## src/rtl/config_text_tokenizer_assert.svh

```systemverilog
// ---------------------------------------------------------------------------
// config_text_tokenizer assertion macros
// Concurrent assertion shorthands shared by the tokenizer RTL.
// ---------------------------------------------------------------------------
`ifndef CONFIG_TEXT_TOKENIZER_ASSERT_SVH
`define CONFIG_TEXT_TOKENIZER_ASSERT_SVH

// condition and consequence in the same cycle
`define CTT_ASSERT_SAME(label, clk, rst_n, ante, cons, msg) \
	label: assert property (@(posedge clk) disable iff (!rst_n) (ante) |-> (cons)) \
		else $error(msg);

// consequence in the cycle after the condition
`define CTT_ASSERT_NEXT(label, clk, rst_n, ante, cons, msg) \
	label: assert property (@(posedge clk) disable iff (!rst_n) (ante) |=> (cons)) \
		else $error(msg);

`endif

```

## src/rtl/ctt_pkg.sv

```systemverilog
// ---------------------------------------------------------------------------
// ctt_pkg
// Shared types and character codes of the configuration text tokenizer.
// ---------------------------------------------------------------------------
package ctt_pkg;

	localparam logic [7:0] CH_NUL    = 8'h00;
	localparam logic [7:0] CH_TAB    = 8'h09;
	localparam logic [7:0] CH_LF     = 8'h0A;
	localparam logic [7:0] CH_CR     = 8'h0D;
	localparam logic [7:0] CH_SPACE  = 8'h20;
	localparam logic [7:0] CH_DQUOTE = 8'h22;
	localparam logic [7:0] CH_HASH   = 8'h23;
	localparam logic [7:0] CH_SQUOTE = 8'h27;
	localparam logic [7:0] CH_SEMI   = 8'h3B;
	localparam logic [7:0] CH_BSLASH = 8'h5C;

	// result queue geometry
	localparam int RQ_DEPTH = 4;
	localparam int RQ_PTR_W = $clog2(RQ_DEPTH);
	localparam int RQ_CNT_W = $clog2(RQ_DEPTH + 1);

	typedef enum logic [1:0] {
		QM_NONE   = 2'd0,
		QM_SINGLE = 2'd1,
		QM_DOUBLE = 2'd2
	} quote_mode_t;

	typedef struct packed {
		logic [7:0]  out_char;
		logic        has_char;
		logic        token_end;
		logic        token_dropped;
		logic [15:0] start_line;
		logic [15:0] start_column;
		logic        run_last;
	} result_t;

	// results produced by one input transaction
	typedef struct packed {
		logic [1:0] count;
		result_t    r0;
		result_t    r1;
	} lex_out_t;

endpackage

```

## src/rtl/ctt_lexer.sv

```systemverilog
// ---------------------------------------------------------------------------
// ctt_lexer
// Lexer state and combinational decode of one byte into zero to two results.
// ---------------------------------------------------------------------------
module ctt_lexer #(
	parameter int MAX_TOKEN_LEN  = 256,
	parameter int POSITION_WIDTH = 16
) (
	input  logic              clk,
	input  logic              arst_n,
	input  logic              fire,
	input  logic [7:0]        ch,
	input  logic              eoi,
	output ctt_pkg::lex_out_t lex
);
	import ctt_pkg::*;

	localparam int TLW = $clog2(MAX_TOKEN_LEN + 1);

	typedef enum logic [1:0] {
		ACT_NONE,
		ACT_APPEND,
		ACT_CLOSE,
		ACT_SEMI
	} act_t;

	logic [TLW-1:0]            tl_q, tl_n, tl_inc;
	logic                      esc_q, esc_n;
	quote_mode_t               qm_q, qm_n;
	logic                      cmt_q, cmt_n;
	logic [POSITION_WIDTH-1:0] line_q, line_n, col_q, col_n;
	logic [POSITION_WIDTH-1:0] tline_q, tline_n, tcol_q, tcol_n;
	logic                      nonempty, cut, is_lb;
	logic [15:0]               pos_line, pos_col;
	act_t                      act;

	function automatic logic [15:0] sat_pos(input logic [POSITION_WIDTH-1:0] v);
		logic [32:0] w;
		w = 33'(v);
		return (w > 33'h0FFFF) ? 16'hFFFF : w[15:0];
	endfunction

	always_comb begin
		tl_n    = tl_q;
		esc_n   = esc_q;
		qm_n    = qm_q;
		cmt_n   = cmt_q;
		line_n  = line_q;
		col_n   = col_q;
		tline_n = tline_q;
		tcol_n  = tcol_q;
		lex     = '0;
		act     = ACT_NONE;

		nonempty = (tl_q != '0);
		tl_inc   = TLW'(tl_q + 1'b1);
		cut      = (tl_inc >= TLW'(MAX_TOKEN_LEN));
		is_lb    = (ch == CH_LF) || (ch == CH_CR);
		pos_line = sat_pos(tline_q);
		pos_col  = sat_pos(tcol_q);

		if (eoi) begin
			lex.count            = 2'd1;
			lex.r0.token_dropped = nonempty;
			lex.r0.start_line    = nonempty ? pos_line : 16'd0;
			lex.r0.start_column  = nonempty ? pos_col : 16'd0;
			lex.r0.run_last      = 1'b1;
			tl_n    = '0;
			esc_n   = 1'b0;
			qm_n    = QM_NONE;
			cmt_n   = 1'b0;
			line_n  = '0;
			col_n   = '0;
			tline_n = '0;
			tcol_n  = '0;
		end else begin
			if (is_lb) begin
				col_n = '0;
				if (!(&line_q))
					line_n = line_q + 1'b1;
			end else if (!(&col_q)) begin
				col_n = col_q + 1'b1;
			end

			if (is_lb && cmt_q) begin
				// line break only ends the comment
				cmt_n = 1'b0;
			end else begin
				if (!nonempty) begin
					tline_n = line_n;
					tcol_n  = col_n;
				end
				pos_line = sat_pos(tline_n);
				pos_col  = sat_pos(tcol_n);

				if (cmt_q) begin
					act = ACT_NONE;
				end else if (ch == CH_NUL) begin
					if (nonempty)
						act = ACT_CLOSE;
				end else if (esc_q) begin
					esc_n = 1'b0;
					act   = ACT_APPEND;
				end else if (qm_q == QM_DOUBLE && ch == CH_DQUOTE) begin
					qm_n = QM_NONE;
				end else if (qm_q == QM_SINGLE && ch == CH_SQUOTE) begin
					qm_n = QM_NONE;
				end else if (qm_q != QM_NONE) begin
					act = ACT_APPEND;
				end else if (ch == CH_BSLASH) begin
					esc_n = 1'b1;
				end else if (ch == CH_DQUOTE) begin
					qm_n = QM_DOUBLE;
				end else if (ch == CH_SQUOTE) begin
					qm_n = QM_SINGLE;
				end else if (ch inside {CH_CR, CH_LF, CH_SPACE, CH_TAB}) begin
					if (nonempty)
						act = ACT_CLOSE;
				end else if (ch == CH_HASH) begin
					cmt_n = 1'b1;
				end else if (ch == CH_SEMI) begin
					act = ACT_SEMI;
				end else begin
					act = ACT_APPEND;
				end
			end

			case (act)
				ACT_APPEND: begin
					lex.count           = 2'd1;
					lex.r0.out_char     = ch;
					lex.r0.has_char     = 1'b1;
					lex.r0.token_end    = cut;
					lex.r0.start_line   = pos_line;
					lex.r0.start_column = pos_col;
					lex.r0.run_last     = 1'b1;
					if (cut) begin
						tl_n  = '0;
						esc_n = 1'b0;
						qm_n  = QM_NONE;
						cmt_n = 1'b0;
					end else begin
						tl_n = tl_inc;
					end
				end
				ACT_CLOSE: begin
					lex.count           = 2'd1;
					lex.r0.token_end    = 1'b1;
					lex.r0.start_line   = pos_line;
					lex.r0.start_column = pos_col;
					lex.r0.run_last     = 1'b1;
					tl_n  = '0;
					esc_n = 1'b0;
					qm_n  = QM_NONE;
					cmt_n = 1'b0;
				end
				ACT_SEMI: begin
					if (nonempty) begin
						// close the open token, then the semicolon token at its own spot
						lex.count           = 2'd2;
						lex.r0.token_end    = 1'b1;
						lex.r0.start_line   = pos_line;
						lex.r0.start_column = pos_col;
						lex.r1.out_char     = CH_SEMI;
						lex.r1.has_char     = 1'b1;
						lex.r1.token_end    = 1'b1;
						lex.r1.start_line   = sat_pos(line_n);
						lex.r1.start_column = sat_pos(col_n);
						lex.r1.run_last     = 1'b1;
						tline_n = line_n;
						tcol_n  = col_n;
					end else begin
						lex.count           = 2'd1;
						lex.r0.out_char     = CH_SEMI;
						lex.r0.has_char     = 1'b1;
						lex.r0.token_end    = 1'b1;
						lex.r0.start_line   = pos_line;
						lex.r0.start_column = pos_col;
						lex.r0.run_last     = 1'b1;
					end
					tl_n  = '0;
					esc_n = 1'b0;
					qm_n  = QM_NONE;
					cmt_n = 1'b0;
				end
				default: begin
					lex.count = 2'd0;
				end
			endcase
		end
	end

	always_ff @(posedge clk or negedge arst_n) begin
		if (!arst_n) begin
			tl_q    <= '0;
			esc_q   <= 1'b0;
			qm_q    <= QM_NONE;
			cmt_q   <= 1'b0;
			line_q  <= '0;
			col_q   <= '0;
			tline_q <= '0;
			tcol_q  <= '0;
		end else if (fire) begin
			tl_q    <= tl_n;
			esc_q   <= esc_n;
			qm_q    <= qm_n;
			cmt_q   <= cmt_n;
			line_q  <= line_n;
			col_q   <= col_n;
			tline_q <= tline_n;
			tcol_q  <= tcol_n;
		end
	end

endmodule

```

## src/rtl/ctt_result_fifo.sv

```systemverilog
// ---------------------------------------------------------------------------
// ctt_result_fifo
// Small result queue that takes up to two results per cycle and hands out one per cycle while rd_stall is low.
// ---------------------------------------------------------------------------
module ctt_result_fifo (
	input  logic              clk,
	input  logic              arst_n,
	input  logic              wr_en,
	input  ctt_pkg::lex_out_t wr_data,
	output logic              room,
	output logic              rd_valid,
	input  logic              rd_stall,
	output ctt_pkg::result_t  rd_data
);
	import ctt_pkg::*;

	result_t               mem_q [RQ_DEPTH];
	logic [RQ_PTR_W-1:0]   wr_ptr_q, rd_ptr_q;
	logic [RQ_CNT_W-1:0]   count_q;
	logic [1:0]            push;
	logic                  pop;

	assign push     = wr_en ? wr_data.count : 2'd0;
	assign rd_valid = (count_q != '0);
	assign pop      = rd_valid && !rd_stall;
	// two free slots, so a two-result transaction always fits
	assign room     = (count_q <= RQ_CNT_W'(RQ_DEPTH - 2));
	assign rd_data  = mem_q[rd_ptr_q];

	always_ff @(posedge clk) begin
		if (push != 2'd0)
			mem_q[wr_ptr_q] <= wr_data.r0;
		if (push == 2'd2)
			mem_q[RQ_PTR_W'(wr_ptr_q + 1'b1)] <= wr_data.r1;
	end

	always_ff @(posedge clk or negedge arst_n) begin
		if (!arst_n) begin
			wr_ptr_q <= '0;
			rd_ptr_q <= '0;
			count_q  <= '0;
		end else begin
			wr_ptr_q <= RQ_PTR_W'(wr_ptr_q + push);
			if (pop)
				rd_ptr_q <= RQ_PTR_W'(rd_ptr_q + 1'b1);
			count_q <= RQ_CNT_W'(count_q + RQ_CNT_W'(push) - RQ_CNT_W'(pop));
		end
	end

endmodule

```

## src/rtl/config_text_tokenizer.sv

```systemverilog
// ---------------------------------------------------------------------------
// config_text_tokenizer
// Byte-serial shell-style lexer for configuration text.
// ---------------------------------------------------------------------------
// One text byte is taken per clock while item_stall is low. A byte is held
// in the input register until it is decoded against the lexer state, which
// is combinational, and its zero, one or two results go into a four-entry
// result queue. The result port gives one result per clock while
// result_stall is low; item_stall rises only while the queue has fewer than
// two free entries, which happens when results are stalled or when many
// semicolons that follow token bytes (two results each) arrive back to back.
// There is no clearing pass after reset.
module config_text_tokenizer #(
	parameter int MAX_TOKEN_LEN  = 256,
	parameter int POSITION_WIDTH = 16
) (
	input  logic        clk,
	input  logic        arst_n,
	input  logic        item_valid,
	output logic        item_stall,
	input  logic [7:0]  in_char,
	input  logic        end_of_input,
	output logic        result_valid,
	input  logic        result_stall,
	output logic [7:0]  out_char,
	output logic        has_char,
	output logic        token_end,
	output logic        token_dropped,
	output logic [15:0] start_line,
	output logic [15:0] start_column,
	output logic        run_last
);
	import ctt_pkg::*;

	logic       valid_s1;
	logic [7:0] char_s1;
	logic       eoi_s1;
	logic       room;
	logic       fire;
	logic       accept;
	lex_out_t   lex;
	result_t    head;

	assign fire       = valid_s1 && room;
	assign item_stall = valid_s1 && !room;
	assign accept     = item_valid && !item_stall;

	always_ff @(posedge clk or negedge arst_n) begin
		if (!arst_n) begin
			valid_s1 <= 1'b0;
		end else if (accept) begin
			valid_s1 <= 1'b1;
		end else if (fire) begin
			valid_s1 <= 1'b0;
		end
	end

	always_ff @(posedge clk) begin
		if (accept) begin
			char_s1 <= in_char;
			eoi_s1  <= end_of_input;
		end
	end

	ctt_lexer #(
		.MAX_TOKEN_LEN  (MAX_TOKEN_LEN),
		.POSITION_WIDTH (POSITION_WIDTH)
	) u_lexer (
		.clk    (clk),
		.arst_n (arst_n),
		.fire   (fire),
		.ch     (char_s1),
		.eoi    (eoi_s1),
		.lex    (lex)
	);

	ctt_result_fifo u_result_fifo (
		.clk      (clk),
		.arst_n   (arst_n),
		.wr_en    (fire),
		.wr_data  (lex),
		.room     (room),
		.rd_valid (result_valid),
		.rd_stall (result_stall),
		.rd_data  (head)
	);

	assign out_char      = head.out_char;
	assign has_char      = head.has_char;
	assign token_end     = head.token_end;
	assign token_dropped = head.token_dropped;
	assign start_line    = head.start_line;
	assign start_column  = head.start_column;
	assign run_last      = head.run_last;

`include "config_text_tokenizer_assert.svh"

	`CTT_ASSERT_SAME(a_stall_needs_held_byte, clk, arst_n, item_stall, valid_s1, "stall without a held byte")
	`CTT_ASSERT_NEXT(a_held_byte_kept, clk, arst_n, item_stall, valid_s1, "stalled byte was lost")
	`CTT_ASSERT_SAME(a_eoi_single_result, clk, arst_n, fire && eoi_s1, lex.count == 2'd1 && lex.r0.run_last && !lex.r0.has_char, "end of input must give one plain result")
	`CTT_ASSERT_SAME(a_pair_marks_last, clk, arst_n, fire && lex.count == 2'd2, lex.r1.run_last && !lex.r0.run_last && lex.r0.token_end, "two-result transaction marked wrong")

endmodule
```

## config.mk

```make
export PLATFORM = sky130hd
export DESIGN_NAME = config_text_tokenizer
export DESIGN_NICKNAME = d
export VERILOG_FILES = /design/src/rtl/ctt_pkg.sv /design/src/rtl/ctt_lexer.sv /design/src/rtl/ctt_result_fifo.sv /design/src/rtl/config_text_tokenizer.sv
export VERILOG_INCLUDE_DIRS = /design/src /design/src/rtl
export SDC_FILE = /design/constraint.sdc
export NUM_CORES = 1
export LEC_CHECK = 0
export BUFFER_PORTS_ARGS = -buffer_cell sky130_fd_sc_hd__buf_2
export CORE_MARGIN = 8
export CORE_UTILIZATION = 36
export DETAILED_ROUTE_END_ITERATION = 8
export PLACE_DENSITY_LB_ADDON = 0.25
export SETUP_SLACK_MARGIN = 0.4
export SKIP_CTS_REPAIR_TIMING = 1
export SLEW_MARGIN = 20
export SYNTH_ARGS = -nofsm -noshare
export SYNTH_HDL_FRONTEND = slang
export SYNTH_HIERARCHICAL = 1
export SYNTH_SLANG_ARGS = --single-unit
```

## constraint.sdc

```tcl
create_clock -name clk -period 13.85 [get_ports clk]
set_clock_uncertainty 0.15 [all_clocks]
set_input_delay 2.77 -clock clk [delete_from_list [all_inputs] [get_ports clk]]
set_output_delay 2.77 -clock clk [all_outputs]
set_load 0.02 [all_outputs]
```

After elaboration in Yosys (flattened, before gate mapping)
Memories as Yosys holds them, arrays and structs flattened.
Index checks and enable logic that the tools add are counted.
{"block": "totals", "word_cells": 163, "ram_bits": 176, "output_inout_bits": 46, "input_bits": 13, "memories": 1, "ff_bits": 94}
{"block": "classes", "reduce_logical": 24, "n_eq_ne": 15, "add_sub_neg": 8, "n_lt_le_gt_ge": 2, "mux": 99}
{"memory": "u_result_fifo.mem_q", "depth": 4, "width": 44, "read_ports": 1, "rd_clocked_by_memory_dff": 0, "write_ports": 2, "line_no": "ctt_result_fifo.sv:17", "rtl": "result_t mem_q [RQ_DEPTH];"}
{"operator": "16-bit 2-to-1 mux", "count": 18}
{"operator": "33-bit 2-to-1 mux", "count": 4}
{"operator": "33-bit one-hot mux with 2 select lines", "count": 1}
{"operator": "2-bit 2-to-1 mux", "count": 30}
{"operator": "8-bit by 6-bit == test with 1-bit output, second input constant", "count": 5}
{"operator": "9-bit one-hot mux with 2 select lines", "count": 2}
{"operator": "16-bit by 1-bit adder with 16-bit output, second input constant", "count": 2}
{"operator": "1-bit 2-to-1 mux", "count": 32}
{"operator": "16-bit AND reduction", "count": 2}
{"operator": "10-bit 2-to-1 mux", "count": 3}
{"operator": "8-bit by 4-bit == test with 1-bit output, second input constant", "count": 3}
{"operator": "9-bit 2-to-1 mux", "count": 2}
{"operator": "9-bit by 1-bit adder with 9-bit output, second input constant", "count": 1}
{"operator": "9-bit >= comparator, second input constant", "count": 1}
{"operator": "9-bit nonzero test", "count": 1}
{"operator": "2-bit == test, second input constant", "count": 4}
{"operator": "8-bit by 7-bit == test with 1-bit output, second input constant", "count": 1}
{"operator": "8-bit zero test", "count": 1}
{"operator": "8-bit 2-to-1 mux", "count": 1}
{"operator": "2-bit one-hot mux with 2 select lines", "count": 2}
{"operator": "1-bit logical AND", "count": 7}
{"operator": "7-bit 2-to-1 mux", "count": 1}
{"operator": "1-bit one-hot mux with 2 select lines", "count": 3}
{"operator": "2-bit nonzero test", "count": 3}
{"operator": "other kinds (12)", "count": 18}

Logic depth before layout (Yosys ltp)
Gate-level depths: netlist (run 1).
{"block": "logic_depth", "word_depth": 23, "depth_mapped": 19, "depth_no_buf": 17}

Hierarchy
Netlist (run 1), hierarchy kept.
{"module": "ctt_result_fifo", "cells_each": 471, "instances": 1, "area_per_inst_um2": 9118.7}
{"module": "ctt_lexer", "cells_each": 674, "instances": 1, "area_per_inst_um2": 5472.7}
{"module": "config_text_tokenizer", "cells_each": 15, "instances": 1, "area_per_inst_um2": 334.1}

Worst setup path before layout (run 1)
Ideal clock, no wire load.
{"block": "synth_timing", "kind": "reg2reg", "start": "reg char_s1[5]", "end": "mem u_result_fifo/mem_q[1][0] in the netlist's numbering, enable pin", "required_time_ns": 13.255, "setup_slack_ns": 8.060, "path_stages_with_launch": 16, "arrival_ns": 5.194, "period_less_slack_ns": 5.790, "path_cell_list": "edfxtp_1 -> clkbuf_1 -> or4b_2 -> nor3_1 -> a21oi_1 -> a21oi_1 -> clkbuf_1 -> nor2_1 -> ha_1 -> clkbuf_1 -> a21boi_0 -> o21ai_0 -> buf_4 -> mux2_2 -> nand2_1 -> nor2_1"}
{"item": "start: declaration", "line_no": "config_text_tokenizer.sv:36", "rtl": "logic [7:0] char_s1;"}
{"item": "start signal: assignment", "line_no": "config_text_tokenizer.sv:60", "rtl": "char_s1 <= in_char;"}
{"item": "end: declaration", "line_no": "ctt_result_fifo.sv:17"}

==> reports/metrics.cfg, run 1 <==
[outcome]
status = finished clean

[power_and_ir_drop]
combPwrFrac_pct = 35.4
power.switching_w = 0.001049
leakage_nw = 6.138
seqPwrFrac_pct = 37.9
power.internal_w = 0.001860
peakVddDrop_mv = 0.1250
powerDensity_nw_per_um2 = 175.8
power.clock.fraction_pct = 26.6
swShare_pct = 36.06

[critical_path]
worstRegToRegCells = 12
crit_path_max_fanout = 23
cp-end-kind = flip-flop
reg2reg_slack_ns = 8.20
cp_slowest_cell = or4b_2
path_delay_family = simple AND/OR/NAND/NOR gates
critPathRequiredTime_ns = 14.01
crit_type = reg2reg
crit_path_start = char_s1[5]
crit_top_cell = a21oi_1
cp_slowest_stage_delay_ns = 0.70
arrival_ns = 5.82
reg2reg_to = u_result_fifo/mem_q[0][17]
r2r_start = char_s1[5]
crit_chain = or4b_2 > nor3_1 > a21oi_1 > a21oi_1 > nor2_1 > ha_1 > a21boi_0 > o21ai_1 > nand3b_4 > nor2_4 > buf_4 > mux2_2
cp_num_buf_inv = 1
cp-start-kind = flip-flop

[layout]
nets = 1216
fill_cells = 3883
synthToLayoutAreaGrowth_pct = 10.82
stdcell_area_um2 = 16540
drive_gt1_share_pct = 30.88
seq_area_um2 = 7687
antennaDiodeCount = 0
multi_input_area_um2 = 6714

[route]
drc = 0
via_per_inst = 5.628
num_vias = 9809
drt_wl_total_um = 37150
wl_per_cell_um = 21.31
drt_pass1_iterations = 6
ant_nets = 0
drtIter0Drc = 778

[sta]
rsz0062_at_grt = no
drv_slew = 0
fmax_ghz = 0.1769
setup_violations = 0
layout_setup_ws_ns = 8.196
min_period_ns = 5.654
setup_tns_ns = 0
tightest_slew_ns = 1.064
min_period_over_period_pct = 40.82
max-slew-margin-rel_pct = 28.18
hold_viol_final = 0

[synth]
ys.warnings.count = 6
synth-adder-area-share_pct = 1.224
synthFlopType = edfxtp_1
synthDistinctLibCells = 87
synth-simple-area-share_pct = 10.65
synth_compound_area_share_pct = 10.32
async_reset_ff_share_pct = 31.48
syn_inst = 1160
synthMuxAreaShare_pct = 21.44
avgSynthCellArea_um2 = 12.87
ys_ff_latch = 270
synthXorXnorAreaFrac_pct = 0.9389
synth_edf_count = 185
synth_area_um2 = 14930
synth_top_family_by_area = multiplexers
ys_seq_area_share_pct = 51.47

[cts]
clockBufferDepth = 3
cts_sinks = 270
cts_root_buffer = clkbuf_16
cts_tree = yes
path_clk_slew_ns = 0.06
htreeDepth = 1
numCtsBuffers = 29
clkLatencyLatePin_ns = 0.57

[min_path]
hold_end = u_result_fifo/rd_ptr_q[1]
min_path_type = reg2reg
min-delay-start = u_result_fifo/rd_ptr_q[1]
hold_depth = 1

[floorplanning]
die_area_um2 = 48230
ios = 59
die_w_um = 219.6
num_rows = 74
start_util_pct = 36.47
core_area_um2 = 40920
die-height_um = 219.6

[grt]
grt-ovfl-total = 0
track_usage_pct = 15.24
antenna_found_initial = 0
grt_max_degree = 65
grt_first_pass_wirelength_um = 58080
grt_pass1_vias = 9858

[placed_design]
place_ws_ns = 7.966
placed_area_um2 = 15610
dp_hpwl_um = 23320
port_buffers = 58
gp_congestion = 0.8482

[flow_run]
max_cap_violations = 0

[layer usage]
layer  track usage [%]  up-vias  share of wire [%]
met2             25.84      236                 48
li1                  -     4549                  -
met1             20.02     4971                 44
met3             2.893       53                5.0
met4             3.513        0                2.2
met5                 0        -                  0
[cell usage after synthesis, types with 5 or more instances]
cell type | count | area [um2]
o22ai_1 | 6 | 37.54
ha_1 | 13 | 162.7
and2_1 | 6 | 37.54
nand4_1 | 17 | 106.4
nor3b_1 | 8 | 60.06
mux4_2 | 44 | 991.0
a21oi_1 | 19 | 95.09
a32o_1 | 5 | 50.05
inv_1 | 22 | 82.58
o211ai_1 | 9 | 67.56
mux2_2 | 139 | 1565
nor2b_1 | 5 | 31.28
mux2_4 | 40 | 600.6
a22o_1 | 13 | 113.9
o2bb2ai_1 | 16 | 140.1
a22oi_1 | 8 | 60.06
nand2b_1 | 6 | 37.54
dfrtp_1 | 85 | 2127
xnor2_1 | 8 | 70.07
nor4_1 | 25 | 156.4
o2111ai_1 | 5 | 43.79
a21o_1 | 14 | 105.1
clkbuf_1 | 39 | 146.4
o31ai_1 | 5 | 37.54
xor2_1 | 8 | 70.07
and3_1 | 10 | 62.56
o21ai_1 | 7 | 35.03
edfxtp_1 | 185 | 5555
nand3_1 | 25 | 125.1
nand2_1 | 97 | 364.1
or3_1 | 6 | 37.54
a211o_1 | 6 | 52.55
buf_4 | 17 | 127.6
nor2_1 | 55 | 206.5
o21ai_0 | 63 | 315.3
buf_2 | 22 | 110.1
nor3_1 | 18 | 90.09
[final cells by class]
cell class,instances,share of cell area [%]
timing repair buffer,80,2.769
multi-input combinational,785,40.59
sequential,270,46.47
tap,532,4.024
clock inverter,9,0.7716
clock buffer,44,4.849
inverter,23,0.5219
[sequential cells by signal (all words and copies together) (netlist names), 3 cells and up]
register and flops:
u_result_fifo/mem_q 176, u_lexer/line_q 16, u_lexer/tl_q 9, u_result_fifo/count_q 3
u_lexer/tline_q 16, u_lexer/col_q 16, u_lexer/tcol_q 16, char_s1 8
[power groups by stage]
stage	Combinational [W]	Sequential [W]	Clock, W
CTS	0.00106	0.00110	0.000797
detailed placement	0.00105	0.00112	0
finish	0.00103	0.00110	0.000775
global route	0.00112	0.00112	0.000825
floorplan	0.000730	0.00109	0
global placement	0.00105	0.00111	0
[cell usage in the layout (no fill, tap or decap), drive strengths merged, types with 11 or more instances in the layout]
cell type  synthesis  layout
nand4             17      17
nor4              25      25
a21o              14      14
nand2             97      97
a22o              13      13
dfrtp             85      85
edfxtp           185     185
buf               45      80
clkbuf            40      44
and3              11      11
nor3              19      19
a21oi             20      20
o2bb2ai           16      16
mux4              44      44
mux2             179     179
ha                13      13
inv               23      24
nor2              56      56
o21ai             70      70
nand3             25      25
[cell families (layout without fill, tap and decap cells)]
family / Yosys count / count (layout)
adders and majority gates: 14 / 14
buffers and inverters: 108 / 156
xor gates and xnor gates: 16 / 16
other: 1 / 4
AOI/OAI and AO/OA: 217 / 217
and+or+nand+nor: 307 / 307
muxes: 227 / 227
DFF: 270 / 270
[how the worst max path moves through the flow]
| stage | endpoint | cells past startpoint |
|---|---|---|
| 3_5_place_dp | u_result_fifo/mem_q[3][1] | 12 |
| 5_1_grt | u_result_fifo/mem_q[0][21] | 12 |
| 6_report | u_result_fifo/mem_q[0][17] | 12 |
| 3_3_place_gp | u_result_fifo/mem_q[3][1] | 12 |
| 4_1_cts | u_result_fifo/mem_q[3][1] | 12 |
| 2_1_floorplan | u_result_fifo/mem_q[1][0] | 15 |
[metrics by stage]
stage / util [%] / std cells / hold WS [ns] / total power [W]
after floorplan: - / 1163 / 0.2958 / 0.001816
after global placement: 38.13 / 1690 / 0.3012 / 0.002159
after detailed placement: 38.13 / 1690 / 0.3049 / 0.002173
after CTS: 40.41 / 1743 / 0.3125 / 0.002957
after global routing: 40.42 / 1743 / 0.3422 / 0.003061
final: 40.42 / 1743 / 0.3135 / 0.002908
(Power assumes the default switching activity.)
==> run 2: changes to the inputs <==
Clock period 13.85 ns to 5.2 ns, I/O delays scaled along.
==> run 2 against run 1 <==
  * Sequential share of layout area down 1.2 points
  * Register-to-register slack lost 7.6 ns
  * Routed wire length is 2.1% higher
  * Critical path type unchanged
==> reports/metrics.cfg, run 2 (same netlist as run 1, synthesis figures left out) <==
[sta]
fmax_ghz = 0.2173  ; +23%
min_period_over_period_pct = 88.49  ; +48 points
rsz0062_at_grt = yes
min_period_ns = 4.602  ; -1.052 ns
drv_slew = 0  ; unchanged
tightest_slew_ns = 0.9801  ; -0.08376 ns
setup_violations = 0  ; unchanged
max-slew-margin-rel_pct = 34.66  ; +6.5 points
hold_viol_final = 0  ; unchanged
setup_tns_ns = 0  ; unchanged

[critical_path]
cp-start-kind = flip-flop
cp_slowest_cell = or4b_2
crit_type = reg2reg
crit_chain = or4b_2 > nor3_1 > a21oi_1 > a21oi_1 > buf_4 > nor2_1 > ha_1 > a21boi_0 > o21ai_0 > buf_4 > nand2_1 > ha_1 > inv_1 > ha_1 > fa_1 > xnor2_1 > xnor2_1
critPathRequiredTime_ns = 5.53  ; -8.48 ns
cp_slowest_stage_delay_ns = 0.70  ; about the same
arrival_ns = 4.93  ; -0.89 ns
crit_path_max_fanout = 11  ; -52%
crit_top_cell = ha_1
cp-end-kind = flip-flop

[cts]
numCtsBuffers = 30  ; +3.4%
cts_root_buffer = clkbuf_16
cts_tree = yes
clkLatencyLatePin_ns = 0.58  ; about the same
cts_sinks = 270  ; unchanged
htreeDepth = 1  ; unchanged
path_clk_slew_ns = 0.06  ; about the same
clockBufferDepth = 3  ; unchanged

[route]
drt_pass1_iterations = 5  ; -1
wl_met2_um = 18340  ; +2.1%
wl_per_cell_um = 21.50  ; +0.86%
dr.max_layer_used = met4
detail_route.wirelength.met1_um = 16930  ; +2.5%
drtIter0Drc = 693  ; -11%
via_per_inst = 5.550  ; -1.4%
num_vias = 9790  ; -0.19%
ant_nets = 0  ; unchanged
met3_length_um = 1703  ; -7.6%
drt_wl_total_um = 37920  ; +2.1%
drc = 0  ; unchanged

[flow_run]
max_cap_violations = 0  ; unchanged

[power_and_ir_drop]
powerDensity_nw_per_um2 = 482.1  ; +170%
leakage_nw = 6.355  ; +3.5%
peakVddDrop_mv = 0.2533  ; +100%

[layout]
drive_gt1_share_pct = 32.47  ; +1.6 points
largest-register = u_result_fifo/mem_q
synthToLayoutAreaGrowth_pct = 13.68
stdcell_area_um2 = 16970  ; +2.6%
antennaDiodeCount = 0  ; unchanged
nets = 1235  ; +1.6%
final_common_cell = edfxtp_1
layout_common_cells = edfxtp_1 (185), mux2_2 (139), nand2_1 (97), dfrtp_1 (83), o21ai_0 (60)
fill_cells = 3840  ; -1.1%
largest_reg_flops = 176  ; unchanged

[placed_design]
dp_hpwl_um = 24020  ; +3.0%
port_buffers = 58  ; unchanged
placed_area_um2 = 15780  ; +1.1%
gp_congestion = 0.8644  ; +1.9%

[grt]
antenna_found_initial = 0  ; unchanged
grt_max_degree = 47  ; -28%
track_usage_pct = 15.46  ; +0.22 points
grt-ovfl-total = 0  ; unchanged
grt_pass1_vias = 9961  ; +1.0%
grt_first_pass_wirelength_um = 58820  ; +1.3%

[floorplanning]
start_util_pct = 36.47  ; unchanged
ios = 59  ; unchanged
core_area_um2 = 40920  ; unchanged
die-height_um = 219.6  ; unchanged
num_rows = 74  ; unchanged
die_area_um2 = 48230  ; unchanged
die_w_um = 219.6  ; unchanged

[outcome]
status = finished clean

[min_path]
min_path_type = reg2reg

==> run 2: cell types whose count changed in the layout (fill, tap and decap cells not counted), moves of 3 or more <==
cell	before	now
buf_12	0	6
clkbuf_1	13	4
buf_4	23	33
clkinv_2	2	5
clkinv_1	1	6
bufinv_16	3	9
==> run 2: layout make-up <==
class / instances / area (um2) / area share, %
clock inverter: 22 / 341.6 / 2.013
timing repair buffer: 98 / 708.2 / 4.174
clock buffer: 34 / 765.7 / 4.513
multi-input combinational: 785 / 6713 / 39.56
tap: 532 / 665.6 / 3.923
inverter: 23 / 86.33 / 0.5088
sequential: 270 / 7687 / 45.31
==> run 2: report_power, final <==
part / internal (W) / switching [W] / total [W]
clock network: 0.00150 / 0.000885 / 0.00238
registers: 0.00275 / 0.000268 / 0.00302
logic: 0.00107 / 0.00170 / 0.00278
total: 0.00532 / 0.00286 / 0.00818
==> run 2: worst paths after layout <==
kind	from	end	slack, ns	cells past startpoint
setup / recovery	char_s1[1]	u_result_fifo/count_q[2]	0.60	17
hold reg to reg	u_lexer/tline_q[2]	u_lexer/tline_q[2]	0.33	2
min in group asynchronous	arst_n	u_lexer/esc_q	0.34	1
hold / removal	u_lexer/tline_q[2]	u_lexer/tline_q[2]	0.33	2
setup reg to reg	char_s1[1]	u_result_fifo/count_q[2]	0.60	17
max in group asynchronous	arst_n	u_lexer/tline_q[14]	3.52	2
==> run 2: metal layers <==
layer	vias to the layer above	track usage, %
met1	4893	20.64
met5	-	0
met4	0	3.999
met2	238	26.30
met3	61	2.057
li1	4598	-
==> run 2: critical path: cells and delay by family, from the launching register on <==
| family | cells | cell delay (ns) |
|---|---|---|
| and+or+nand+nor | 4 | 1.26 |
| xor gates and xnor gates | 2 | 0.35 |
| buffers and inverters | 3 | 0.42 |
| DFF | 1 | 0.51 |
| adders and majority gates | 4 | 1.30 |
| AOI/OAI and AO/OA | 4 | 0.53 |
==> run 2: stage by stage <==
stage	total power, W	hold slack [ns]	utilization (%)	worst slack (ns)	std cells
after global routing	0.008576	0.3548	41.46	0.3825	1764
after detailed placement	0.005876	0.3196	38.56	0.3941	1704
after global placement	0.005847	0.3113	38.56	0.4296	1704
final	0.008181	0.3280	41.46	0.5983	1764
after floorplan	0.004835	0.2958	-	0.5547	1163
after CTS	0.008284	0.3291	41.27	0.4004	1760
